===== src/hw/rtl/assert_macros.svh =====
// assertion macros shared by the i2c master bit sequencer rtl
// no dependencies; included by the modules that carry assertions
`ifndef ASSERT_MACROS_SVH
`define ASSERT_MACROS_SVH

// same-cycle implication, disabled during reset
`define ASSERT_IMPL(lbl, clk, rst, ante, cons) \
  lbl: assert property (@(posedge clk) disable iff (rst) (ante) |-> (cons)) \
    else $error("same-cycle implication failed");

// next-cycle implication, disabled during reset
`define ASSERT_NEXT(lbl, clk, rst, ante, cons) \
  lbl: assert property (@(posedge clk) disable iff (rst) (ante) |=> (cons)) \
    else $error("next-cycle implication failed");

`endif


===== src/hw/rtl/i2cms_pkg.sv =====
// shared types and constants of the i2c master bit sequencer
// no dependencies; used by i2cms_ctrl, i2cms_dpath and the top level
package i2cms_pkg;

  // request widths on the streaming ports
  localparam int CMD_W   = 2;
  localparam int S_DATA_W = 24;
  localparam int M_DATA_W = 16;
  localparam int PHASE_W = 5;

  // bus commands
  localparam logic [CMD_W-1:0] CMD_START = 2'd0;
  localparam logic [CMD_W-1:0] CMD_STOP  = 2'd1;
  localparam logic [CMD_W-1:0] CMD_WRITE = 2'd2;
  localparam logic [CMD_W-1:0] CMD_READ  = 2'd3;

  // sda source select
  typedef logic [2:0] sda_sel_t;
  localparam sda_sel_t SDA_KEEP = 3'd0;
  localparam sda_sel_t SDA_LOW  = 3'd1;
  localparam sda_sel_t SDA_HIGH = 3'd2;
  localparam sda_sel_t SDA_TX   = 3'd3;
  localparam sda_sel_t SDA_NACK = 3'd4;

  // phase counts and loop bounds
  localparam logic [PHASE_W-1:0] WR_BIT_PHASES = 5'd24;
  localparam logic [PHASE_W-1:0] RD_BIT_PHASES = 5'd16;
  localparam logic [PHASE_W-1:0] MAX_PHASES    = 5'd27;

  // controller to datapath command
  typedef struct packed {
    logic     load;      // latch a new request
    logic     step;      // emit one phase
    logic     set_scl;
    logic     scl_val;
    sda_sel_t sda_sel;
    logic     sample;    // sda sampled in this phase
    logic     wr_ack;    // sample is the write acknowledge
    logic     last;
    logic     show_rx;
    logic     show_ack;
  } op_t;

  // datapath to controller status
  typedef struct packed {
    logic slot_free;     // output register can take a phase
  } status_t;

endpackage


===== src/hw/rtl/i2c_master_bit_sequencer_unit.sv =====
// i2c master bit sequencer: one request per bus command, one result per line phase
// after a request is taken the controller runs, and loads the first phase into the output
// register when it is free; a new request is taken only after the last phase of the one before,
// and the controller's phase counter emits one phase per cycle while the output slot is free
// reset: synchronous active-high rst releases both lines high and empties the output register
// depends on i2cms_pkg, i2cms_ctrl, i2cms_dpath
module i2c_master_bit_sequencer_unit (
  input  logic                           clk,
  input  logic                           rst,
  input  logic                           s_tvalid,
  output logic                           s_tready,
  // data_byte[7:0], send_nack[8], line_samples[16:9], ack_level[17], zero pad
  input  logic [i2cms_pkg::S_DATA_W-1:0] s_tdata,
  // command[1:0]
  input  logic [i2cms_pkg::CMD_W-1:0]    s_tuser,
  output logic                           m_tvalid,
  input  logic                           m_tready,
  // scl_level[0], sda_level[1], received_byte[9:2], ack_seen[10], zero pad
  output logic [i2cms_pkg::M_DATA_W-1:0] m_tdata,
  // sample_point[0]
  output logic                           m_tuser,
  output logic                           m_tlast
);
  import i2cms_pkg::*;

  op_t     op;
  status_t status;

  // request fsm and phase decode
  i2cms_ctrl u_ctrl (
    .clk      (clk),
    .rst      (rst),
    .s_tvalid (s_tvalid),
    .s_tready (s_tready),
    .s_tuser  (s_tuser),
    .status   (status),
    .op       (op)
  );

  // line state and result register
  i2cms_dpath u_dpath (
    .clk      (clk),
    .rst      (rst),
    .s_tdata  (s_tdata),
    .op       (op),
    .status   (status),
    .m_tvalid (m_tvalid),
    .m_tready (m_tready),
    .m_tdata  (m_tdata),
    .m_tuser  (m_tuser),
    .m_tlast  (m_tlast)
  );
endmodule


===== src/hw/rtl/i2cms_ctrl.sv =====
// controller of the i2c master bit sequencer: request fsm and phase decode
// depends on i2cms_pkg and assert_macros.svh
`include "assert_macros.svh"
module i2cms_ctrl (
  input  logic                        clk,
  input  logic                        rst,
  input  logic                        s_tvalid,
  output logic                        s_tready,
  input  logic [i2cms_pkg::CMD_W-1:0] s_tuser,
  input  i2cms_pkg::status_t          status,
  output i2cms_pkg::op_t              op
);
  import i2cms_pkg::*;

  localparam logic ST_IDLE = 1'b0;
  localparam logic ST_RUN  = 1'b1;

  logic               state;
  logic [CMD_W-1:0]   cmd;
  logic [PHASE_W-1:0] phase;
  logic [1:0]         sub;
  logic [1:0]         sub_wrap;

  assign s_tready = (state == ST_IDLE);
  assign sub_wrap = (cmd == CMD_WRITE) ? 2'd2 : 2'd1;

  // phase decode
  always_comb begin
    op = '0;
    op.sda_sel = SDA_KEEP;
    op.load = s_tvalid && (state == ST_IDLE);
    op.step = (state == ST_RUN) && status.slot_free;
    unique case (cmd)
      CMD_START: begin
        case (phase)
          5'd0: op.sda_sel = SDA_HIGH;
          5'd1: begin op.set_scl = 1'b1; op.scl_val = 1'b1; end
          5'd2: op.sda_sel = SDA_LOW;
          default: begin op.set_scl = 1'b1; op.last = 1'b1; end
        endcase
      end
      CMD_STOP: begin
        case (phase)
          5'd0: op.sda_sel = SDA_LOW;
          5'd1: begin op.set_scl = 1'b1; op.scl_val = 1'b1; end
          default: begin op.sda_sel = SDA_HIGH; op.last = 1'b1; end
        endcase
      end
      CMD_WRITE: begin
        if (phase < WR_BIT_PHASES) begin
          case (sub)
            2'd0: op.sda_sel = SDA_TX;
            2'd1: begin op.set_scl = 1'b1; op.scl_val = 1'b1; end
            default: op.set_scl = 1'b1;
          endcase
        end else begin
          case (phase)
            5'd24: op.sda_sel = SDA_HIGH;
            5'd25: begin
              op.set_scl = 1'b1;
              op.scl_val = 1'b1;
              op.sample  = 1'b1;
              op.wr_ack  = 1'b1;
            end
            default: begin
              op.set_scl  = 1'b1;
              op.last     = 1'b1;
              op.show_ack = 1'b1;
            end
          endcase
        end
      end
      CMD_READ: begin
        if (phase < RD_BIT_PHASES) begin
          op.set_scl = 1'b1;
          if (sub == 2'd0) begin
            op.scl_val = 1'b1;
            op.sample  = 1'b1;
          end
        end else begin
          case (phase)
            5'd16: op.sda_sel = SDA_NACK;
            5'd17: begin op.set_scl = 1'b1; op.scl_val = 1'b1; end
            5'd18: op.set_scl = 1'b1;
            default: begin
              op.sda_sel = SDA_HIGH;
              op.last    = 1'b1;
              op.show_rx = 1'b1;
            end
          endcase
        end
      end
      default: op.last = 1'b1;
    endcase
  end

  // request fsm and phase counters
  always_ff @(posedge clk) begin
    if (rst) begin
      state <= ST_IDLE;
      phase <= '0;
      sub   <= '0;
    end else begin
      unique case (state)
        ST_IDLE: begin
          if (op.load) begin
            state <= ST_RUN;
            phase <= '0;
            sub   <= '0;
          end
        end
        ST_RUN: begin
          if (op.step) begin
            phase <= phase + 5'd1;
            sub   <= (sub == sub_wrap) ? 2'd0 : sub + 2'd1;
            if (op.last) begin
              state <= ST_IDLE;
            end
          end
        end
        default: state <= ST_IDLE;
      endcase
    end
  end

  // command register, no reset needed
  always_ff @(posedge clk) begin
    if (op.load) begin
      cmd <= s_tuser;
    end
  end

  `ASSERT_IMPL(a_phase_bound, clk, rst, state == ST_RUN, phase < MAX_PHASES)
  `ASSERT_NEXT(a_last_to_idle, clk, rst, op.step && op.last, state == ST_IDLE)
  `ASSERT_IMPL(a_step_needs_slot, clk, rst, op.step, status.slot_free)
endmodule


===== src/hw/rtl/i2cms_dpath.sv =====
// datapath of the i2c master bit sequencer: line state, shifters, output register
// depends on i2cms_pkg and assert_macros.svh
`include "assert_macros.svh"
module i2cms_dpath (
  input  logic                           clk,
  input  logic                           rst,
  input  logic [i2cms_pkg::S_DATA_W-1:0] s_tdata,
  input  i2cms_pkg::op_t                 op,
  output i2cms_pkg::status_t             status,
  output logic                           m_tvalid,
  input  logic                           m_tready,
  output logic [i2cms_pkg::M_DATA_W-1:0] m_tdata,
  output logic                           m_tuser,
  output logic                           m_tlast
);
  import i2cms_pkg::*;

  logic       scl_line;
  logic       sda_line;
  logic       scl_next;
  logic       sda_next;
  logic [7:0] tx_sh;
  logic [7:0] smp_sh;
  logic [7:0] rx_sh;
  logic       nack;
  logic       ack_lvl;
  logic       ack;

  assign status.slot_free = !m_tvalid || m_tready;

  // next line levels
  assign scl_next = op.set_scl ? op.scl_val : scl_line;
  always_comb begin
    unique case (op.sda_sel)
      SDA_LOW:  sda_next = 1'b0;
      SDA_HIGH: sda_next = 1'b1;
      SDA_TX:   sda_next = tx_sh[7];
      SDA_NACK: sda_next = nack;
      default:  sda_next = sda_line;
    endcase
  end

  // line state
  always_ff @(posedge clk) begin
    if (rst) begin
      scl_line <= 1'b1;
      sda_line <= 1'b1;
    end else if (op.step) begin
      scl_line <= scl_next;
      sda_line <= sda_next;
    end
  end

  // request fields and shifters
  always_ff @(posedge clk) begin
    if (op.load) begin
      tx_sh   <= s_tdata[7:0];
      nack    <= s_tdata[8];
      smp_sh  <= s_tdata[16:9];
      ack_lvl <= s_tdata[17];
      rx_sh   <= '0;
    end else if (op.step) begin
      if (op.sda_sel == SDA_TX) begin
        tx_sh <= {tx_sh[6:0], 1'b0};
      end
      if (op.sample && op.wr_ack) begin
        ack <= ack_lvl & sda_line;
      end else if (op.sample) begin
        rx_sh  <= {rx_sh[6:0], smp_sh[7] & sda_line};
        smp_sh <= {smp_sh[6:0], 1'b0};
      end
    end
  end

  // output register
  always_ff @(posedge clk) begin
    if (rst) begin
      m_tvalid <= 1'b0;
    end else if (op.step) begin
      m_tvalid <= 1'b1;
    end else if (m_tready) begin
      m_tvalid <= 1'b0;
    end
  end

  always_ff @(posedge clk) begin
    if (op.step) begin
      m_tdata[0]    <= scl_next;
      m_tdata[1]    <= sda_next;
      m_tdata[9:2]  <= op.show_rx ? rx_sh : 8'd0;
      m_tdata[10]   <= op.show_ack ? ack : 1'b0;
      m_tdata[15:11] <= '0;
      m_tuser       <= op.sample;
      m_tlast       <= op.last;
    end
  end

  `ASSERT_IMPL(a_fields_only_last, clk, rst, m_tvalid && !m_tlast, m_tdata[10:2] == 9'd0)
  `ASSERT_IMPL(a_sample_clock_high, clk, rst, m_tvalid && m_tuser, m_tdata[0])
endmodule


===== config.mk =====
export PLATFORM = sky130hd
export DESIGN_NAME = i2c_master_bit_sequencer_unit
export DESIGN_NICKNAME = d
export VERILOG_FILES = /design/src/hw/rtl/i2cms_pkg.sv /design/src/hw/rtl/i2c_master_bit_sequencer_unit.sv /design/src/hw/rtl/i2cms_ctrl.sv /design/src/hw/rtl/i2cms_dpath.sv
export VERILOG_INCLUDE_DIRS = /design/src /design/src/hw/rtl
export SDC_FILE = /design/constraint.sdc
export NUM_CORES = 1
export LEC_CHECK = 0
export BUFFER_PORTS_ARGS = -buffer_cell sky130_fd_sc_hd__buf_4
export CAP_MARGIN = 15
export CORE_UTILIZATION = 51
export CTS_CLUSTER_SIZE = 14
export DETAILED_ROUTE_END_ITERATION = 12
export PLACE_DENSITY = 0.75
export SYNTH_ARGS = -nofsm -noshare
export SYNTH_HDL_FRONTEND = slang
export SYNTH_SLANG_ARGS = --single-unit

===== constraint.sdc =====
create_clock -name clk -period 2.7 [get_ports clk]
set_clock_uncertainty 0.1 [all_clocks]
set_input_delay 0.135 -clock clk [delete_from_list [all_inputs] [get_ports clk]]
set_output_delay 0.135 -clock clk [all_outputs]
set_load 0.01 [all_outputs]

# --- After elaboration in Yosys (flattened, before gate mapping) ---
# Cells that the tools add are included.
totals:
  register_bits: 53
  latch_bits: 0
  mem_bits_rw: 0
  mem_bits_ro: 0
  input_bits: 30
  n_memories: 0
classes:
  n_addsub: 2
  multipliers: 0
  div: 0
  order_cmp: 2
  eq_ne: 19
  n_shift: 0
  muxes: 56
  bitwise: 5
  n_reduce_logical: 23
op_table:
  columns: ["cell", "n"]
  rows:
  - ["$mux 8", 7]
  - ["$eq 5x5->1 const B", 5]
  - ["$mux 1", 23]
  - ["$mux 2", 11]
  - ["$pmux 5 s4", 1]
  - ["$mux 5", 3]
  - ["$pmux 2 s2", 3]
  - ["$lt 5x5->1 const B", 2]
  - ["$pmux 5 s2", 1]
  - ["$reduce_and 3->1", 3]
  - ["$pmux 1 s4", 2]
  - ["$reduce_bool 2->1", 4]
  - ["$reduce_or 2->1", 4]
  - ["$eq 3x2->1 const B", 2]
  - ["$mux 3", 2]
  - ["$pmux 3 s2", 1]
  - ["$reduce_or 3->1", 2]
  - ["$add 5x1->5 const B", 1]
  - ["$eq 5x1->1 const B", 1]
  - ["$eq 5x2->1 const B", 1]
  - ["$logic_not 5->1", 1]
  - ["$eq 2x1->1 const B", 2]
  - ["$eq 2x2->1 const B", 2]
  - ["$logic_not 2->1", 2]
  - ["other kinds (13)", 21]

# --- Longest topological paths before layout ---
# Gate-level depths: netlist of the first run.
depth:
  depth_word: 9
  depth_mapped: 7

# --- Hierarchy ---
# A second synthesis of the first run with hierarchy kept.
unflattened:
  cells_unflattened: 223
  area_unflattened_um2: 2568.7
modules_own_cells:
  columns: ["module", "instances", "cells_each", "area_per_inst_um2"]
  rows:
  - ["i2cms_dpath", 1, 117, 1736.7]
  - ["i2cms_ctrl", 1, 106, 832.0]

# --- Least setup slack after synthesis of the first run ---
# OpenSTA, ideal clock, no wires.
synth_path:
  path_kind: "register -> register"
  startpoint: "register u_ctrl.phase[0]"
  endpoint: "register u_dpath.tx_sh[0] (enable)"
  setup_ps: 304
  arrival_time_ps: 1720
  t_required_ps: 2296
  setup_slack_ps: 576
  path_stages_with_launch: 7
  path_buffers: 0
  synth_period_minus_slack_ps: 2124
  cell_sequence: "dfxtp_1 > ha_1 > or4b_1 > a211o_1 > o31a_1 > nand3_1 > nand2_1"
synth_via:
  elab_chain_cells: 8
  word_cells_on_any_way: 20
synth_lines:
  columns: ["item", "line", "text"]
  rows:
  - ["from (decl)", "i2cms_ctrl.sv:20", "logic [PHASE_W-1:0] phase;"]
  - ["from (signal assigned)", "i2cms_ctrl.sv:114", "phase <= phase + 5'd1;"]
  - ["$eq 5x5->1", "i2cms_ctrl.sv:81", "case (phase)"]
  - ["$reduce_or 2->1 (no line)", null, null]
  - ["$pmux 3 s2", "i2cms_ctrl.sv:81", null]
  - ["$mux 3", "i2cms_ctrl.sv:74", "if (phase < RD_BIT_PHASES) begin"]
  - ["$pmux 5 s4 (*)", "i2cms_ctrl.sv:33", "unique case (cmd)"]
  - ["$eq 3x2->1 (*)", "i2cms_dpath.sv:63", "if (op.sda_sel == SDA_TX) begin"]
  - ["$reduce_bool 2->1 (no line) (*)", null, null]
  - ["$reduce_and 2->1 (no line) (*)", null, null]
  - ["to (signal assigned)", "i2cms_dpath.sv:57", "tx_sh <= s_tdata[7:0];"]
  - ["to (signal assigned)", "i2cms_dpath.sv:64", "tx_sh <= {tx_sh[6:0], 1'b0};"]
  - ["to (decl)", "i2cms_dpath.sv:22", "logic [7:0] tx_sh;"]
# Every way passes the cells marked *; elsewhere a longest branch is shown, timed or not.
# A chain may end at the register's enable or synchronous reset.

# --- Worst setup path after layout of the first run ---
layout_path:
  startpoint: "register u_ctrl.phase[0]"
  endpoint: "register u_dpath.tx_sh[7] (enable)"
# Same word-level chain as after synthesis.

==> flow_summary_export.csv, run 1 <==
group,metric,value,unit
run_status,outcome,"completed",
place,dp_worst_setup_slack,0.380,ns
worst_setup_path,timing.critical_path.to_type,"register",
timing,finalWorstPathRequiredPeriod,2.36,ns
min_path,type_of_the_worst_min_delay_path,"in2reg",
place,port_buffers,38,
detailed_routing,drt-wirelength-per-cell,12.7,µm
worst_setup_path,crit_path_arrival_time,2.26,ns
clock_tree,clock_sinks,53,
grt,antenna_found_initial,0,
detailed_routing,drtPass1Iterations,4,
worst_setup_path,critPathRequiredTime,2.60,ns
detailed_routing,detail_route.vias_per_cell,5.11,
clock_tree,cts-buffers-inserted,5,
timing,period_utilization,0.873,
worst_setup_path,cp-start-kind,"register",
logic_synthesis,synthDominantAreaCellType,"edfxtp_1",
logic_synthesis,netlist.area_leader.share,0.408,
floorplanning,dieWidth,72.0,µm
detailed_routing,drc,0,
clock_tree,htree_num_levels,2,
grt,total_track_usage,0.196,
logic_synthesis,postSynth.asyncResetShare,0,
final_layout,diodes,0,
power,power_density,552,nW/µm²
logic_synthesis,syn_avg_cell_area,9.88,µm²
clock_tree,clkTransAtPathRegs,0.09,ns
timing,timing.final.max_slew_violations,0,
timing,tns,0,ns
detailed_routing,num_vias,1933,
power,ir_worst_vdd,0.314,mV
worst_setup_path,reg2reg_setup_slack,0.34,ns
grt,grt_overflow,0,
logic_synthesis,synth-main-ff-cell,"edfxtp_1",
logic_synthesis,yosys-top-cells-count,"61 x nand2_1, 34 x edfxtp_1, 20 x nor2_1",
timing,slew-limit-headroom,0.665,
logic_synthesis,synthAdderAreaFrac,0.0300,
timing,actual_transition_at_the_worst_max_transition_pin,0.496,ns
run,drv_cap,0,
final_layout,instances_no_fill,378,
timing,holdWs,0.0126,ns
logic_synthesis,yosysSeqAreaShare,0.561,
clock_tree,cts_tree,"yes",
timing,fmax,424,MHz
worst_setup_path,logic_depth_of_the_worst_register_to_register_path,7,
floorplanning,io-pin-count,50,
detailed_routing,detailedRoute.firstIterationViolations,197,
logic_synthesis,yosys_warnings,0,
place,detailed_place_hpwl,3130,µm
floorplanning,floorplan.initialDensity,0.529,
logic_synthesis,number_of_different_library_cells_in_the_post_synthesis_netlist,47,
floorplanning,design.core.area,4720,µm²
detailed_routing,drt_wl_total,4800,µm
final_layout,nNetsFinal,346,
clock_tree,post-cts-setup-buffer-count,0,
floorplanning,fp-row-count,25,
place,dp_cells,349,
power,cellLeakagePower,0.00129,µW
clock_tree,ctsRootBufferMaster,"clkbuf_8",
logic_synthesis,main_combinational_cell_family_by_area_after_synthesis,"simple AND/OR/NAND/NOR gates",
floorplanning,fp.dieArea,5190,µm²
timing,hold_viol_final,0,
worst_setup_path,path_class,"reg2reg",
timing,finalSetupViolations,0,
worst_setup_path,setup.worst_path.end,"u_dpath.tx_sh[7]$_DFFE_PP_",
final_layout,drive_above_1_share,0.186,
logic_synthesis,synth_compound_area_frac,0.108,
logic_synthesis,synthXorXnorAreaFrac,0,
grt,grt_first_pass_wirelength,7770,µm
detailed_routing,route.antenna.remaining_nets,0,
worst_setup_path,timing.critical_path.fanout_max,8,
clock_tree,insertion_delay,0.31,ns
grt,largest_net_degree_at_the_start_of_global_routing,29,
final_layout,layout-area-overhead-vs-synth,25.8,%
final_layout,nFillCells,368,
place,gp_congestion,0.891,
worst_setup_path,critical_path.reg2reg.endpoint,"u_dpath.tx_sh[7]$_DFFE_PP_",
logic_synthesis,synth_cells,253,
floorplanning,floorplan.die.height,72.0,µm
grt,grt_pass1_vias,1776,
worst_setup_path,timing.rr.start,"u_ctrl.phase[0]$_SDFFE_PP0P_",
timing,setup_slack,0.343,ns
worst_setup_path,setup.worst_path.start,"u_ctrl.phase[0]$_SDFFE_PP0P_",
clock_tree,worst_case_clock_buffer_depth,2,
logic_synthesis,number_of_enable_flip_flop_cells_after_synthesis,34,
logic_synthesis,yosys.cell_count.top_type,"nand2_1",
logic_synthesis,muxShareOfSynthArea,0.0170,
logic_synthesis,ys_seq_elements,53,
logic_synthesis,yosys-top-cells-area,"edfxtp_1 41%, dfxtp_1 15%, nand2_1 9.2%",
timing,grt_setup_unrepaired,"no",
logic_synthesis,netlist_area,2500,µm²
logic_synthesis,post_synth_simple_gate_area,0.233,
==> sequential cells by signal, indices dropped and copies added, names as in the netlist <==
| name | cells |
|---|---|
| u_ctrl.sub | 2 |
| u_dpath.m_tlast | 1 |
| u_ctrl.state | 1 |
| u_dpath.tx_sh | 8 |
| u_dpath.sda_line | 1 |
| u_dpath.rx_sh | 8 |
| u_dpath.ack | 1 |
| u_ctrl.phase | 5 |
| u_ctrl.cmd | 2 |
| u_dpath.m_tvalid | 1 |
| u_dpath.nack | 1 |
| u_dpath.scl_line | 1 |
| u_dpath.ack_lvl | 1 |
| u_dpath.m_tuser | 1 |
| u_dpath.m_tdata | 11 |
| u_dpath.smp_sh | 8 |
==> logic make-up (layout without fill, tap and decap cells) <==
| kind of cell | count (synthesis) | after routing |
|---|---|---|
| other | 1 | 5 |
| flip-flops | 53 | 53 |
| buffers and inverters | 26 | 80 |
| AO/OA/AOI/OAI | 40 | 40 |
| adder cells (fa/ha/maj) | 6 | 6 |
| multiplexers | 4 | 4 |
| AND/OR/NAND/NOR | 123 | 123 |
==> routing by layer <==
layer / vias to the layer above / part of all wire / global-route usage / wire [µm]
met2: 69 / 0.48 / 0.330 / 2290
met3: 9 / 0.053 / 0.0444 / 254
met5: - / 0 / 0 / 0
met1: 880 / 0.45 / 0.245 / 2180
li1: 975 / - / - / -
met4: 0 / 0.017 / 0.0806 / 80
==> layout make-up <==
cell class                 instances  area, µm²  share of cell area
timing repair buffer              63        526               0.167
clock inverter                     3       43.8              0.0139
sequential                        53       1400               0.446
multi-input combinational        178        987               0.314
clock buffer                       5       68.8              0.0219
inverter                           9       33.8              0.0107
tap                               67       83.8              0.0267
==> worst max-delay path, stage by stage (launching register included) <==
cell and delay [ns]:
dfxtp_1 0.37, inv_1 0.09, ha_1 0.25, nor4b_1 0.46, nor2_1 0.12, o31a_1 0.35
nand3_1 0.09, nand2_1 0.21
==> repair_timing <==
item,in CTS,in global routing
hold buffers,21,0
resized for setup,0,0
hold endpoints to repair,29,0
==> through the flow <==
step / power, µW / instance area, µm² / util
after floorplan: 1100 / 2510 / -
final: 1730 / 3140 / 0.666
after CTS: 1750 / 3140 / 0.666
after detailed placement: 1180 / 2820 / 0.597
after global routing: 1810 / 3140 / 0.666
after global placement: 1170 / 2820 / 0.597
==> power breakdown <==
| group | leakage [µW] | internal [µW] | switching (µW) | total [µW] |
|---|---|---|---|---|
| clock | 0.0000585 | 278 | 269 | 548 |
| sequential | 0.000483 | 921 | 21.5 | 943 |
| combinational | 0.000745 | 115 | 130 | 245 |
| total | 0.00129 | 1310 | 420 | 1730 |
==> cell usage in the layout, fill, tap and decap left out, types with 3 or more instances in the layout <==
master,instances
conb_1,5
nor3_1,3
edfxtp_1,34
o21ai_0,5
nor2_1,20
a211oi_1,6
dlygate4sd3_1,21
nor2b_1,3
dfxtp_1,19
inv_1,8
buf_4,42
nand3_1,7
clkbuf_8,5
ha_1,6
and2_1,11
a21oi_1,14
nand2_1,61
==> worst min-delay path by stage <==
stage	startpoint	endpoint	slack (ns)	cells after the start
2_1_floorplan	s_tuser[0]	u_ctrl.cmd[0]$_DFFE_PP_	0.13	0
3_3_place_gp	s_tdata[17]	u_dpath.ack_lvl$_DFFE_PP_	0.22	1
3_5_place_dp	s_tuser[0]	u_ctrl.cmd[0]$_DFFE_PP_	0.21	1
4_1_cts	m_tready	u_dpath.m_tvalid$_SDFFE_PP0P_	0.003	3
5_1_grt	m_tready	u_dpath.m_tvalid$_SDFFE_PP0P_	0.03	3
6_report	m_tready	u_dpath.m_tvalid$_SDFFE_PP0P_	0.01	3
Note: power is estimated with default switching activity, not from simulation.
==> run 2: changes to the inputs <==
--- a/config.mk
+++ b/config.mk
@@ -12,6 +12,7 @@
 export CTS_CLUSTER_SIZE = 14
 export DETAILED_ROUTE_END_ITERATION = 12
 export PLACE_DENSITY = 0.75
+export REMOVE_ABC_BUFFERS = 1
 export SYNTH_ARGS = -nofsm -noshare
 export SYNTH_HDL_FRONTEND = slang
 export SYNTH_SLANG_ARGS = --single-unit
==> run 2 against run 1 <==
Against the previous run:
- sequential share of layout area grew 0.38 points
- utilization shrank 0.56 points
- routed wire length shrank 2.0%
- design area shrank 0.84%
- final cell count shrank 0.79%
- power shrank 0.53%
- via count grew 0.26%
- maximum frequency shrank 1.1%
- clock-buffer cell count grew 1
- clock power shrank 1%
- die area is the same
- highest routed layer unchanged
==> flow_summary_export.csv, run 2 (same netlist as run 1, synthesis figures left out) <==
group,metric,value,unit
grt,grt_overflow,0,
floorplanning,fp-row-count,25,
detailed_routing,route.antenna.remaining_nets,0,
clock_tree,cts-buffers-inserted,5,
final_layout,nFillCells,368,
detailed_routing,drt-wirelength-per-cell,12.5,µm
worst_setup_path,reg2reg_setup_slack,0.32,ns
worst_setup_path,logic_depth_of_the_worst_register_to_register_path,7,
min_path,min_from,"s_tdata[0]",
run,drv_cap,0,
clock_tree,insertion_delay,0.31,ns
grt,antenna_found_initial,0,
timing,grt_setup_unrepaired,"no",
timing,period_utilization,0.883,
final_layout,layout-area-overhead-vs-synth,24.7,%
power,power_density,553,nW/µm²
clock_tree,cts_resized,0,
final_layout,diodes,0,
clock_tree,post-cts-setup-buffer-count,0,
place,gp_congestion,0.818,
final_layout,multi_input_area,987,µm²
grt,grt_pass1_vias,1822,
detailed_routing,detail_route.vias_per_cell,5.17,
timing,tns,0,ns
floorplanning,design.core.area,4720,µm²
worst_setup_path,cp-start-kind,"register",
worst_setup_path,critical_path.reg2reg.endpoint,"u_dpath.tx_sh[5]$_DFFE_PP_",
clock_tree,htree_num_levels,2,
final_layout,mostFrequentLayoutCells,"61 x nand2_1, 40 x buf_4, 34 x edfxtp_1, 20 x nor2_1, 20 x dlygate4sd3_1",
power,cellLeakagePower,0.00127,µW
place,port_buffers,38,
final_layout,regMostFlops,"u_dpath.m_tdata",
worst_setup_path,critPathRequiredTime,2.59,ns
place,dp_cells,347,
worst_setup_path,cp.buffers_inverters,1,
worst_setup_path,critical-path-slowest-cell,"nor4b_1",
worst_setup_path,crit_path_cell_trace,"inv_1 -> ha_1 -> nor4b_1 -> nor2_1 -> o31a_1 -> nand3_1 -> nand2_1",
grt,grt_first_pass_wirelength,7960,µm
final_layout,nNetsFinal,343,
worst_setup_path,crit_path_arrival_time,2.28,ns
clock_tree,worst_case_clock_buffer_depth,2,
floorplanning,dieWidth,72.0,µm
final_layout,area.sequential,1400,µm²
timing,holdWs,0.00841,ns
min_path,min_to,"u_dpath.tx_sh[0]$_SDFFCE_PN0P_",
final_layout,drive_above_1_share,0.179,
run_status,outcome,"completed",
floorplanning,fp.dieArea,5190,µm²
floorplanning,floorplan.initialDensity,0.529,
power,p_total,1730,µW
worst_setup_path,worst_path_largest_cell_delay,0.45,ns
floorplanning,io-pin-count,50,
grt,total_track_usage,0.202,
timing,finalSetupViolations,0,
place,detailed_place_hpwl,3120,µm
min_path,whs_path_depth,2,
worst_setup_path,timing.rr.start,"u_ctrl.phase[0]$_SDFFE_PP0P_",
clock_tree,ctsRootBufferMaster,"clkbuf_8",
grt,largest_net_degree_at_the_start_of_global_routing,29,
timing,actual_transition_at_the_worst_max_transition_pin,0.500,ns
worst_setup_path,path_class,"reg2reg",
min_path,type_of_the_worst_min_delay_path,"in2reg",
timing,fmax,420,MHz
timing,hold_viol_final,0,
timing,finalWorstPathRequiredPeriod,2.38,ns
detailed_routing,drc,0,
worst_setup_path,critPathTopFamily,"simple AND/OR/NAND/NOR gates",
final_layout,largest_register_ffs,11,
detailed_routing,num_vias,1938,
clock_tree,clock_sinks,53,
final_layout,layout_commonest_cell,"nand2_1",
detailed_routing,detailedRoute.firstIterationViolations,99,
power,ir_worst_vdd,0.417,mV
worst_setup_path,timing.critical_path.to_type,"register",
worst_setup_path,timing.critical_path.fanout_max,8,
detailed_routing,drtPass1Iterations,4,
timing,slew-limit-headroom,0.662,
timing,timing.final.max_slew_violations,0,
floorplanning,floorplan.die.height,72.0,µm
final_layout,instances_no_fill,375,
detailed_routing,drt_wl_total,4710,µm
clock_tree,clkTransAtPathRegs,0.09,ns
clock_tree,cts_tree,"yes",
## run 2: report_power, final
group | switching, µW | internal [µW]
Combinational | 129 | 112
Clock | 261 | 279
Sequential | 23.2 | 921
## run 2: through the flow
stage,setup WS [ns],instance area (µm²),utilization
after floorplan,0.581,2420,-
after global placement,0.399,2810,0.594
after detailed placement,0.341,2810,0.594
after CTS,0.327,3120,0.660
after global routing,0.140,3120,0.660
final,0.316,3120,0.660
## run 2: area by class of cell
type | instances | share of cell area
clock buffers | 6 | 0.0233
clock inverters | 2 | 0.0124
inverters | 9 | 0.0108
multi-input cells | 178 | 0.317
flip-flops and latches | 53 | 0.449
well taps | 67 | 0.0269
repair buffers | 60 | 0.161
## run 2: what timing repair did
action | in CTS | in global routing
endpoints found under the setup margin | 0 | 0
endpoints found under the hold margin | 28 | 0
hold buffers | 20 | 0
## run 2: metal layers
| metal | GRT usage | up-vias | routed length, µm |
|---|---|---|---|
| met5 | 0 | - | 0 |
| met2 | 0.344 | 65 | 2310 |
| li1 | - | 975 | - |
| met1 | 0.245 | 891 | 2090 |
| met3 | 0.0514 | 7 | 231 |
| met4 | 0.0828 | 0 | 73 |
## run 2: worst max-delay path by stage
| stage | startpoint | endpoint | cells after the start |
|---|---|---|---|
| 2_1_floorplan | u_ctrl.phase[0]$_SDFFE_PP0P_ | u_dpath.tx_sh[0]$_SDFFCE_PN0P_ | 6 |
| 3_3_place_gp | u_ctrl.phase[0]$_SDFFE_PP0P_ | u_dpath.tx_sh[5]$_DFFE_PP_ | 6 |
| 3_5_place_dp | u_ctrl.phase[0]$_SDFFE_PP0P_ | u_dpath.tx_sh[6]$_DFFE_PP_ | 7 |
| 6_report | u_ctrl.phase[0]$_SDFFE_PP0P_ | u_dpath.tx_sh[5]$_DFFE_PP_ | 7 |
| 5_1_grt | u_ctrl.phase[0]$_SDFFE_PP0P_ | u_dpath.tx_sh[1]$_DFFE_PP_ | 7 |
| 4_1_cts | u_ctrl.phase[0]$_SDFFE_PP0P_ | u_dpath.tx_sh[6]$_DFFE_PP_ | 7 |
## run 2: worst register-to-register path, cell delays in order, from the launching register on
cell and delay [ns]:
dfxtp_1 0.37, inv_1 0.10, ha_1 0.27, nor4b_1 0.45
nor2_1 0.11, o31a_1 0.34, nand3_1 0.09, nand2_1 0.23
==> run 3: changes to the inputs <==
--- a/config.mk
+++ b/config.mk
@@ -13,6 +13,7 @@
 export DETAILED_ROUTE_END_ITERATION = 12
 export PLACE_DENSITY = 0.75
 export REMOVE_ABC_BUFFERS = 1
+export SKIP_CTS_REPAIR_TIMING = 1
 export SYNTH_ARGS = -nofsm -noshare
 export SYNTH_HDL_FRONTEND = slang
 export SYNTH_SLANG_ARGS = --single-unit
==> constraint.sdc (replaced) <==
create_clock -name clk -period 3 [get_ports clk]
set_clock_uncertainty 0.1 [all_clocks]
set_input_delay 0.15 -clock clk [delete_from_list [all_inputs] [get_ports clk]]
set_output_delay 0.15 -clock clk [all_outputs]
set_load 0.01 [all_outputs]
==> run 3 against run 2 <==
Against the previous run:
- the run now ends with hold timing left
- via count down 4.6%
- first-iteration DRC count rose by 46%
- maximum frequency is 0.40% higher
- setup slack gained 0.31 ns
- register-to-register slack gained 0.31 ns
- non-clock buffer count decreased by 13
- combinational power fell by 17%
- global-route usage decreased by 1.7 points
- sequential cell count did not move
- largest cell class unchanged
==> flow_summary_export.csv, run 3 (same netlist as run 1, synthesis figures left out) <==
group,metric,value,unit
clock_tree,cts-buffers-inserted,5,
floorplanning,fp-row-count,25,
detailed_routing,detail_route.vias_per_cell,5.11,
timing,fmax,421,MHz
power,p_total,1530,µW
grt,grt_first_pass_wirelength,7420,µm
detailed_routing,num_vias,1849,
floorplanning,design.core.area,4720,µm²
timing,grt_setup_unrepaired,"no",
clock_tree,insertion_delay,0.30,ns
final_layout,diodes,0,
final_layout,largest_register_ffs,11,
final_layout,drive_above_1_share,0.186,
timing,period_utilization,0.791,
worst_setup_path,path_class,"reg2reg",
final_layout,layout-area-overhead-vs-synth,19.5,%
timing,tns,0,ns
clock_tree,clkTransAtPathRegs,0.09,ns
floorplanning,io-pin-count,50,
place,detailed_place_hpwl,2960,µm
place,detailed_place.area,2810,µm²
detailed_routing,detailedRoute.firstIterationViolations,145,
final_layout,mostFrequentLayoutCells,"61 x nand2_1, 40 x buf_4, 34 x edfxtp_1, 20 x nor2_1, 19 x dfxtp_1",
clock_tree,worst_case_clock_buffer_depth,2,
clock_tree,ctsRootBufferMaster,"clkbuf_8",
grt,largest_net_degree_at_the_start_of_global_routing,30,
timing,hold_viol_final,3,
final_layout,final_cell_area,2990,µm²
power,ir_worst_vdd,0.289,mV
timing,holdWs,-0.00376,ns
clock_tree,htree_num_levels,2,
worst_setup_path,cp-start-kind,"register",
worst_setup_path,timing.critical_path.to_type,"register",
floorplanning,floorplan.initialDensity,0.529,
grt,grt_pass1_vias,1634,
floorplanning,dieWidth,72.0,µm
worst_setup_path,critPathRequiredTime,2.89,ns
grt,total_track_usage,0.185,
clock_tree,cts_tree,"yes",
min_path,type_of_the_worst_min_delay_path,"in2reg",
final_layout,nNetsFinal,330,
detailed_routing,drt-wirelength-per-cell,11.9,µm
timing,slew-limit-headroom,0.651,
final_layout,layout_commonest_cell,"nand2_1",
place,port_buffers,38,
detailed_routing,drc,0,
run_status,outcome,"finished with violations",
timing,finalSetupViolations,0,
power,cellLeakagePower,0.00122,µW
final_layout,regMostFlops,"u_dpath.m_tdata",
clock_tree,clock_sinks,53,
grt,antenna_found_initial,0,
detailed_routing,drt_wl_total,4320,µm
detailed_routing,route.antenna.remaining_nets,0,
detailed_routing,drtPass1Iterations,4,
timing,actual_transition_at_the_worst_max_transition_pin,0.516,ns
run_status,failed_checks,"hold timing",
timing,timing.final.max_slew_violations,0,
worst_setup_path,crit_path_arrival_time,2.26,ns
timing,finalWorstPathRequiredPeriod,2.37,ns
floorplanning,fp.dieArea,5190,µm²
place,gp_congestion,0.873,
floorplanning,floorplan.die.height,72.0,µm
final_layout,nFillCells,404,
power,power_density,512,nW/µm²
run,drv_cap,0,
worst_setup_path,timing.critical_path.fanout_max,8,
grt,grt_overflow,0,
## run 3: worst max-delay path, stage by stage (launching register included)
cell,delay (ns)
dfxtp_1,0.37
inv_1,0.10
ha_1,0.25
nor4b_1,0.47
nor2_1,0.11
o31a_1,0.35
nand3_1,0.09
nand2_1,0.22
## run 3: path summary, 6_finish.rpt
check / to / cells after the start / start / slack (ns)
worst max-delay path: u_dpath.tx_sh[3]$_DFFE_PP_ / 7 / u_ctrl.phase[0]$_SDFFE_PP0P_ / 0.63
worst min-delay path: u_dpath.smp_sh[2]$_DFFE_PP_ / 3 / s_tdata[11] / -0.004
worst max register to register: u_dpath.tx_sh[3]$_DFFE_PP_ / 7 / u_ctrl.phase[0]$_SDFFE_PP0P_ / 0.63
worst min register to register: u_dpath.rx_sh[0]$_SDFFE_PP0P_ / 2 / u_dpath.rx_sh[0]$_SDFFE_PP0P_ / 0.37
## run 3: final cells by class
class	count	area, µm²	area share
sequential	53	1400	0.469
tap	67	83.8	0.0281
multi-input combinational	178	987	0.330
clock inverter	2	38.8	0.0130
clock buffer	6	72.6	0.0243
inverter	9	33.8	0.0113
timing repair buffer	47	370	0.124
## run 3: routing by layer
layer / GRT usage / vias up / wire (µm)
met1: 0.250 / 844 / 2000
met5: 0 / - / 0
met2: 0.292 / 54 / 2060
li1: - / 945 / -
met3: 0.0417 / 6 / 196
met4: 0.0719 / 0 / 59
## run 3: through the flow
| stage | worst slack [ns] | hold WS (ns) | instances | util |
|---|---|---|---|---|
| 2_1_floorplan | 0.881 | 0.119 | 240 | - |
| 3_3_place_gp | 0.675 | 0.229 | 347 | 0.594 |
| 3_5_place_dp | 0.659 | 0.234 | 347 | 0.594 |
| 4_1_cts | 0.637 | -0.0901 | 355 | 0.618 |
| 5_1_grt | 0.398 | 0.00522 | 362 | 0.633 |
| 6_report | 0.626 | -0.00376 | 362 | 0.633 |
## run 3: report_power, final
part           leakage, µW  total [µW]  switching [µW]  internal (µW)
clock            0.0000554         479             228            251
sequential        0.000483         849            19.9            829
combinational     0.000677         201             111           90.2
